===== src/rtl/efc_pkg.sv =====
// shared constants, codes and types for the fuse controller register block
// no dependencies; imported by efc_fuse_mem, efuse_controller_registers_core and the testbench
package efc_pkg;

    localparam int FUSE_WORDS = 64;
    localparam int ADDR_BITS  = 6;
    localparam int FUSE_IDX_W = (FUSE_WORDS > 1) ? $clog2(FUSE_WORDS) : 1;
    localparam int DATA_W     = 32;
    localparam int BIT_IDX_W  = 5;

    typedef logic [FUSE_IDX_W-1:0] t_fuse_idx;
    typedef logic [DATA_W-1:0]     t_word;

    // bus operation codes
    localparam logic OP_READ  = 1'b0;
    localparam logic OP_WRITE = 1'b1;

    // register slots (byte offset / 4)
    localparam logic [1:0] REG_MODE  = 2'd0;
    localparam logic [1:0] REG_ADDR  = 2'd1;
    localparam logic [1:0] REG_NONE  = 2'd2;
    localparam logic [1:0] REG_RDATA = 2'd3;

    // mode command codes
    localparam logic [1:0] CMD_IDLE = 2'd0;
    localparam logic [1:0] CMD_UNDEF = 2'd1;
    localparam logic [1:0] CMD_READ = 2'd2;
    localparam logic [1:0] CMD_BURN = 2'd3;

    // request from the controller to the fuse memory
    typedef struct packed {
        logic      rd_en;
        logic      wr_en;
        t_fuse_idx addr;
        t_word     wdata;
    } t_mem_req;

endpackage


===== src/rtl/efc_fuse_mem.sv =====
// fuse word store: single-port synchronous memory with registered read data
// per-word valid bits make unwritten words read as zero after reset; uses efc_pkg
module efc_fuse_mem (
    input  logic              i_clk,
    input  logic              i_rst_n,
    input  efc_pkg::t_mem_req i_req,
    output efc_pkg::t_word    o_rdata
);
    import efc_pkg::*;

    t_word                 r_mem [FUSE_WORDS];
    logic [FUSE_WORDS-1:0] r_valid;
    t_word                 r_rdata;
    logic                  r_rd_valid;

    always_ff @(posedge i_clk) begin
        if (i_req.rd_en) begin
            r_rdata <= r_mem[i_req.addr];
        end
        if (i_req.wr_en) begin
            r_mem[i_req.addr] <= i_req.wdata;
        end
    end

    always_ff @(posedge i_clk) begin
        if (!i_rst_n) begin
            r_valid    <= '0;
            r_rd_valid <= 1'b0;
        end else begin
            if (i_req.rd_en) begin
                r_rd_valid <= r_valid[i_req.addr];
            end
            if (i_req.wr_en) begin
                r_valid[i_req.addr] <= 1'b1;
            end
        end
    end

    // unprogrammed words read as zero
    assign o_rdata = r_rd_valid ? r_rdata : '0;

endmodule


===== src/rtl/efuse_controller_registers_core.sv =====
// top level of the one-time-programmable fuse controller register block
// depends on efc_pkg and efc_fuse_mem
//
// Register view of a fuse controller: every input transfer is one bus access
// (read or write) to the mode, address or read-data register, and every
// access returns exactly one output transfer (register contents on reads,
// zero on writes and on the unmapped slot). The address register keeps a
// word index in its low ADDR_BITS bits and a bit index in the five bits
// above. Writing mode with command 3 sets the addressed fuse bit, command 2
// copies the addressed word into read-data, commands 0 and 1 do nothing;
// the two command bits always read back as zero. A mode write that reads or
// burns an in-range fuse word also passes through the command state, where
// the single-port fuse memory, having read the word when the write is
// accepted, hands it to read-data or writes back the burned word; all other
// accesses stay in idle. The fuse store is cleared by per-word
// valid bits at reset, so no clearing pass is needed and the block accepts
// transfers from the first cycle after reset. A result waiting in the output
// register holds off the next transfer until the result itself is taken.
module efuse_controller_registers_core (
    input  logic                  i_clk,
    input  logic                  i_rst_n,
    // request channel
    input  logic                  i_in_valid,
    output logic                  o_in_ready,
    input  logic                  i_op,
    input  logic [1:0]            i_reg_index,
    input  logic [31:0]           i_write_data,
    // response channel
    output logic                  o_out_valid,
    input  logic                  i_out_ready,
    output logic [31:0]           o_read_data
);
    import efc_pkg::*;

    typedef enum logic {
        ST_IDLE,
        ST_CMD
    } t_state;

    t_state r_state;

    // architectural registers
    t_word r_mode;
    t_word r_address;
    t_word r_read_data;

    // output register
    logic  r_out_valid;
    t_word r_out_data;

    // pending fuse command, held for the command state
    logic                 r_burn;
    t_fuse_idx            r_word;
    logic [BIT_IDX_W-1:0] r_bit;

    logic                 in_accept;
    logic [ADDR_BITS-1:0] cur_word;
    logic [BIT_IDX_W-1:0] cur_bit;
    logic                 word_inside;
    logic [1:0]           cmd;
    logic                 mode_write;
    logic                 fuse_cmd;
    t_mem_req             mem_req;
    t_word                mem_rdata;
    t_word                read_mux;

    // one transfer in flight at a time; output slot must be free or draining
    assign o_in_ready = (r_state == ST_IDLE) && (!r_out_valid || i_out_ready);
    assign in_accept  = i_in_valid && o_in_ready;

    // address decode from the stored address register
    assign cur_word    = r_address[ADDR_BITS-1:0];
    assign cur_bit     = r_address[ADDR_BITS +: BIT_IDX_W];
    assign word_inside = int'(cur_word) < FUSE_WORDS;

    assign cmd        = i_write_data[1:0];
    assign mode_write = (i_op == OP_WRITE) && (i_reg_index == REG_MODE);
    // a read or burn command on a word that exists needs the memory
    assign fuse_cmd   = mode_write && word_inside &&
                        ((cmd == CMD_READ) || (cmd == CMD_BURN));

    // memory access: read at accept, write back the burned word next cycle
    always_comb begin
        mem_req.rd_en = in_accept && fuse_cmd;
        mem_req.wr_en = (r_state == ST_CMD) && r_burn;
        mem_req.addr  = (r_state == ST_CMD) ? r_word : FUSE_IDX_W'(cur_word);
        mem_req.wdata = mem_rdata | (t_word'(1) << r_bit);
    end

    efc_fuse_mem u_fuse_mem (
        .i_clk   (i_clk),
        .i_rst_n (i_rst_n),
        .i_req   (mem_req),
        .o_rdata (mem_rdata)
    );

    // register read selection
    always_comb begin
        case (i_reg_index)
            REG_MODE:  read_mux = r_mode;
            REG_ADDR:  read_mux = r_address;
            REG_RDATA: read_mux = r_read_data;
            REG_NONE:  read_mux = '0;
            default:   read_mux = '0;
        endcase
    end

    always_ff @(posedge i_clk) begin
        if (!i_rst_n) begin
            r_state     <= ST_IDLE;
            r_mode      <= '0;
            r_address   <= '0;
            r_read_data <= '0;
            r_out_valid <= 1'b0;
            r_out_data  <= '0;
            r_burn      <= 1'b0;
            r_word      <= '0;
            r_bit       <= '0;
        end else begin
            // response leaves on a completed output transfer, unless refilled
            if (r_out_valid && i_out_ready && !in_accept) begin
                r_out_valid <= 1'b0;
            end

            case (r_state)
                ST_IDLE: begin
                    if (in_accept) begin
                        // result is known at once: reads return data, writes zero
                        r_out_valid <= 1'b1;
                        r_out_data  <= (i_op == OP_READ) ? read_mux : '0;

                        if (i_op == OP_WRITE) begin
                            case (i_reg_index)
                                REG_MODE: begin
                                    // command bits never stick
                                    r_mode <= {i_write_data[DATA_W-1:2], CMD_IDLE};
                                    if (fuse_cmd) begin
                                        r_state <= ST_CMD;
                                        r_burn  <= (cmd == CMD_BURN);
                                        r_word  <= FUSE_IDX_W'(cur_word);
                                        r_bit   <= cur_bit;
                                    end else if (cmd == CMD_READ) begin
                                        // word past the store reads as zero
                                        r_read_data <= '0;
                                    end
                                end
                                REG_ADDR: r_address <= i_write_data;
                                default: ;
                            endcase
                        end
                    end
                end
                ST_CMD: begin
                    // memory data is valid now; burn writes back via mem_req
                    if (!r_burn) begin
                        r_read_data <= mem_rdata;
                    end
                    r_state <= ST_IDLE;
                end
                default: r_state <= ST_IDLE;
            endcase
        end
    end

    assign o_out_valid = r_out_valid;
    assign o_read_data = r_out_data;

    // no new transfer while a fuse command is finishing
    a_no_accept_in_cmd: assert property (@(posedge i_clk) disable iff (!i_rst_n)
        (r_state == ST_CMD) |-> !o_in_ready)
        else $error("transfer accepted during fuse command");

    // a burn write-back always follows the read of the same command
    a_write_after_read: assert property (@(posedge i_clk) disable iff (!i_rst_n)
        mem_req.wr_en |-> $past(mem_req.rd_en))
        else $error("fuse write without preceding read");

    // the command phase is always left for idle in the next cycle
    a_cmd_one_cycle: assert property (@(posedge i_clk) disable iff (!i_rst_n)
        (r_state == ST_CMD) |=> (r_state == ST_IDLE))
        else $error("fuse command phase overran");

    // every accepted transfer produces a response in the next cycle
    a_accept_gives_result: assert property (@(posedge i_clk) disable iff (!i_rst_n)
        in_accept |=> r_out_valid)
        else $error("accepted transfer produced no response");

endmodule


===== config.mk =====
export PLATFORM = sky130hd
export DESIGN_NAME = efuse_controller_registers_core
export DESIGN_NICKNAME = d
export VERILOG_FILES = /design/src/rtl/efc_pkg.sv /design/src/rtl/efc_fuse_mem.sv /design/src/rtl/efuse_controller_registers_core.sv
export SDC_FILE = /design/constraint.sdc
export NUM_CORES = 2
export LEC_CHECK = 0
export ABC_AREA = 1
export BUFFER_PORTS_ARGS = -buffer_cell sky130_fd_sc_hd__buf_2
export CELL_PAD_IN_SITES_DETAIL_PLACEMENT = 0
export CELL_PAD_IN_SITES_GLOBAL_PLACEMENT = 2
export CORE_MARGIN = 2
export CORE_UTILIZATION = 46
export CTS_CLUSTER_DIAMETER = 60
export DETAILED_ROUTE_END_ITERATION = 16
export GPL_TIMING_DRIVEN = 1
export PLACE_DENSITY_LB_ADDON = 0.05
export RECOVER_POWER = 50
export SKIP_LAST_GASP = 1
export SYNTH_ARGS = -nofsm -noshare
export SYNTH_HDL_FRONTEND = slang
export SYNTH_SLANG_ARGS = --single-unit

===== constraint.sdc =====
create_clock -name i_clk -period 8.41 [get_ports i_clk]
set_input_delay 0.4205 -clock i_clk [delete_from_list [all_inputs] [get_ports i_clk]]
set_output_delay 0.4205 -clock i_clk [all_outputs]
set_load 0.01 [all_outputs]

Word level (Yosys, flattened, before mapping) --
Memory sizes are Yosys's and may differ from the RTL's. A register that Yosys moved wholly into a read port is not among the register bits. Index checks and enable logic that the tools add are counted.
Cells by class: shift-type cells 1, muxes and demuxes 25, order comparisons 2, reductions and logical operators 19, bitwise logic cells 3, equality and inequality tests 11
Operators by type and width (count):
- 2-to-1 mux 32 bit | 8
- case mux 32 bit (4 select lines) | 1
- OR 64 bit | 1
- case mux 32 bit (2 select lines) | 1
- OR 32 bit | 1
- << shifter 1 x 5 -> 32 bit (first input constant) | 1
- 2-to-1 mux 1 bit | 11
- logical AND 1 bit | 9
- == test 2 bit (second input constant) | 4
- != test 2 bit (second input constant) | 4
- AND reduction 4 bit | 2
- less-than comparator 6 x 7 -> 1 bit (second input constant) | 1
- binary-select mux 1 bit (select 6 bit) | 1
- demux 1 bit (select 6 bit) | 1
- >= comparator 6 x 1 -> 1 bit (second input constant) | 1
- 2-to-1 mux 6 bit | 1
- AND reduction 6 bit | 1
- AND reduction 5 bit | 1
- != test 2 x 1 -> 1 bit (second input constant) | 2
- == test 2 x 1 -> 1 bit (second input constant) | 1
- logical NOT 1 bit | 2
- logical NOT 2 bit | 1
- logical OR 1 bit | 2
- case mux 1 bit (2 select lines) | 1
- 2 further kinds | 2
Storage, ports and cells: RAM bits 2048, bits in registers 205, memories 1, output and inout bits 34, word-level logic and storage cells 73, bits of input ports 39
Memories:
- u_fuse_mem.r_mem | words 64, width 32, read ports 1, clocked after Yosys merged registers in 1, wr ports 1, line efc_fuse_mem.sv:11 | t_word r_mem [FUSE_WORDS];

Logic depth before layout (Yosys ltp) --
word-level depth 9, gate-level depth with buffers 16, mapped depth without buffers 14

Hierarchy --
A second synthesis with hierarchy kept.
Second synthesis, totals: cell total of the unflattened synthesis 7988, area total of the unflattened synthesis 91252.5 µm²
Modules (own cells, without submodules):
- efc_fuse_mem | cells each 6993, instances 1, area each 84563.6 µm², sequential area each 63761.2 µm²
- efuse_controller_registers_core | cells each 995, instances 1, area each 6688.9 µm², sequential area each 2802.7 µm²

Least setup slack after synthesis --
No wires, ideal clock.
path type register to register, from reg r_bit[2], to mem u_fuse_mem.r_mem[0][15] (netlist bit) (data pin), data arrival time 3.470 ns, required time 7.708 ns, library setup time 0.702 ns, slack 4.239 ns, cell stages (with the launch flop) 6, buffers on the path 1, clock period less this slack 4.171 ns, cells stage by stage dfxtp_1 -> clkbuf_1 -> inv_1 -> nor3_1 -> nand2_1 -> o21ai_0
RTL lines:
- from (decl) | line efuse_controller_registers_core.sv:54 | logic [BIT_IDX_W-1:0] r_bit;
- from (signal assigned) | line efuse_controller_registers_core.sv:141 | r_bit <= cur_bit;
- to (decl) | line efc_fuse_mem.sv:11

Worst setup path in the final report --
from reg r_state, to mem u_fuse_mem.r_mem[5][4] (netlist bit) (enable)
On the way: word-level cells in the longest chain between the ends 3, elaborated cells between the ends (all ways) 4, those cells by class 3 x mux; 1 x reduce/logical
RTL lines:
- from (decl) | line efuse_controller_registers_core.sv:40 | t_state r_state;
- from (signal assigned) | line efuse_controller_registers_core.sv:110 | r_state <= ST_IDLE;
- from (signal assigned) | line efuse_controller_registers_core.sv:138 | r_state <= ST_CMD;
- from (signal assigned) | line efuse_controller_registers_core.sv:158 | r_state <= ST_IDLE;
- logical AND 1 bit | line efuse_controller_registers_core.sv:85 | mem_req.wr_en = (r_state == ST_CMD) && r_burn;
- 2-to-1 mux 1 bit | line efc_fuse_mem.sv:20 | if (i_req.wr_en) begin
- 2-to-1 mux 1 bit (implied by the code) | line efc_fuse_mem.sv:21 | r_mem[i_req.addr] <= i_req.wdata;
Parallel ways exist; a longest one is shown, timed or not.

==> flow_summary.ini <==
[clock_network]
ctsHoldBuffers = 42
path_clk_slew_ns = 0.06
insertion_delay_ns = 0.93
cts_tree = built
cts_buffer_depth = 4
cts_max_level = 5
root_buffer = clkbuf_16
cts_setup_buffers = 0
cts_made_buffers = 275
post_cts_resized = 0
clock-sinks = 2285

[floorplan]
core_sq_um = 202000
fp.dieArea_sq_um = 206000
rows = 165
pin_count = 73
die_y_um = 454
die_w_um = 454
start_util = 0.462

[timing]
setup_tns_ns = 0
skew_ns = 0.0390
fmax_mhz = 153
min_period_ns = 6.54
rsz0062_at_grt = false
min_period_over_period = 0.778
finalSetupViolations = 0
max-slew-margin-rel = -2.08
worst_pin_slew_ns = 4.58
final_hold_viol_count = 0
drv_slew = 2154

[route]
drc = 0
antenna_left = 0
num_vias = 63658
drt_iter0_markers = 6902
dr.pass1.iters = 6
viasPerCell = 5.41
wl_per_cell_um = 25.5
wl_um = 300000

[run_status]
outcome = finished, violations left
violations = max-capacitance violations, max-slew violations

[global_routing]
grt_max_degree = 170
antenna_found_initial = 13
grt_pass1_vias = 60205
grt_overflow = 0
grt_usage = 0.289
grt_pass1_wl_um = 430000

[setup_path]
crit_fanout = 34
required_ns = 8.93
start_kind = register
arrival_ns = 7.07
cp-end-kind = register
worstSetupPathType = reg -> reg

[synth]
yosysWarnings = 0
syn_area_per_cell_sq_um = 10.6
synth_cell_types = 30
synth_top_area_cell = edfxtp_1
yosys-top-cells-area = edfxtp_1, nand2_1, dfxtp_1
synth_top_area_frac = 0.671
synth_seq_area_share = 0.715
synthCells = 8821
synth.cell_area_sq_um = 93100
synth_nets = 8860
ys_seq_elements = 2285

[final_layout]
layout-drive-gt1-share = 0.0684
final_nets = 8930
final_cell_mix = nand2_1, edfxtp_1, a21oi_1, o21ai_0, nor2_1
area_growth_pct = 13.1
final_common_cell = nand2_1

[place]
port_buffers = 72
gp_congestion = 0.845
dp_hpwl_um = 157000

[pwr]
power_leakage_nw = 39.5
peakVddDrop_mv = 0.188
p_total_w = 0.0244
power_density_nw_per_um2 = 231

[flow_run]
drv_cap = 43

[min_path]
hold_class = in -> reg
==> where the power goes <==
group | leakage [nW] | internal, W | switching [W]
logic | 15.8 | 0.000233 | 0.000705
registers | 19.7 | 0.0123 | 0.0000136
clock network | 4.06 | 0.00665 | 0.00448
==> cells by family after synthesis <==
| family | synth area share |
|---|---|
| and+or+nand+nor | 0.198 |
| DFF | 0.715 |
| AOI/OAI and AO/OA | 0.0596 |
| buffers and inverters | 0.0276 |
==> flip-flops by register name, indices dropped and copies added, names as in the netlist, 6 cells and up <==
name	cells
u_fuse_mem.r_valid	64
r_address	32
r_word	6
u_fuse_mem.r_mem	2048
o_read_data	32
r_mode	30
u_fuse_mem.r_rdata	32
r_read_data	32
==> worst max-delay path, stage by stage, from the launching register on <==
cell,delay [ns]
dfxtp_1,0.64
inv_1,0.33
or2_1,0.30
o21ai_2,0.24
inv_2,0.22
nor3_4,0.21
clkbuf_1,2.05
inv_1,1.13
nor2_4,0.32
buf_4,0.62
==> per-layer routing <==
metal  global-route usage  wire length, um
met1                0.409           131000
met4                0.102            10500
met2                0.455           138000
met5                    0               21
met3               0.0417            19700
==> synthesized netlist by cell type <==
library cell	instances
o211ai_1	13
nor2_2	5
nor2_4	1
or2_1	2
nand2_4	1
nor3_4	6
nor3_2	1
a21oi_1	648
inv_2	11
clkbuf_1	231
inv_1	89
nand4_1	1
nand2_1	4359
buf_1	33
o21ai_0	424
o21ai_1	11
edfxtp_1	2080
nand3_1	62
dfxtp_1	205
o21ai_4	1
buf_6	3
nor4_2	1
buf_2	207
nor3_1	4
o21ai_2	1
nand2_2	5
buf_4	17
a21oi_2	1
nor2_1	397
inv_4	1
==> area by class of cell <==
type | count | area, sq um
clock inverters | 99 | 773
fillers | 17936 | 96400
inverters | 101 | 383
multi-input cells | 5944 | 24600
repair buffers | 284 | 2090
clock buffers | 371 | 7550
well taps | 2672 | 3340
diodes | 2 | 5.00
flip-flops and latches | 2285 | 66600
==> per-stage QoR <==
step / setup slack [ns] / cells / area (sq um) / util / hold slack (ns)
after floorplan: 4.24 / 8821 / 93100 / - / 0.430
final: 1.87 / 11758 / 105000 / 0.522 / 0.233
after CTS: 3.61 / 11756 / 106000 / 0.524 / 0.187
after global placement: 3.71 / 11244 / 97000 / 0.481 / 0.441
after detailed placement: 3.60 / 11244 / 97000 / 0.481 / 0.453
after global routing: 1.68 / 11756 / 105000 / 0.522 / 0.249
==> final timing paths <==
check | from | endpoint | slack, ns | cells after the start
setup / recovery | r_state | u_fuse_mem.r_mem[5][4] | 1.87 | 9
hold / removal | i_reg_index[1] | o_read_data[14] | 0.23 | 7
hold reg to reg | o_read_data[3] | o_read_data[3] | 0.46 | 2
setup reg to reg | r_state | u_fuse_mem.r_mem[5][4] | 1.87 | 9
No activity file was read; power rests on OpenSTA's default activity.
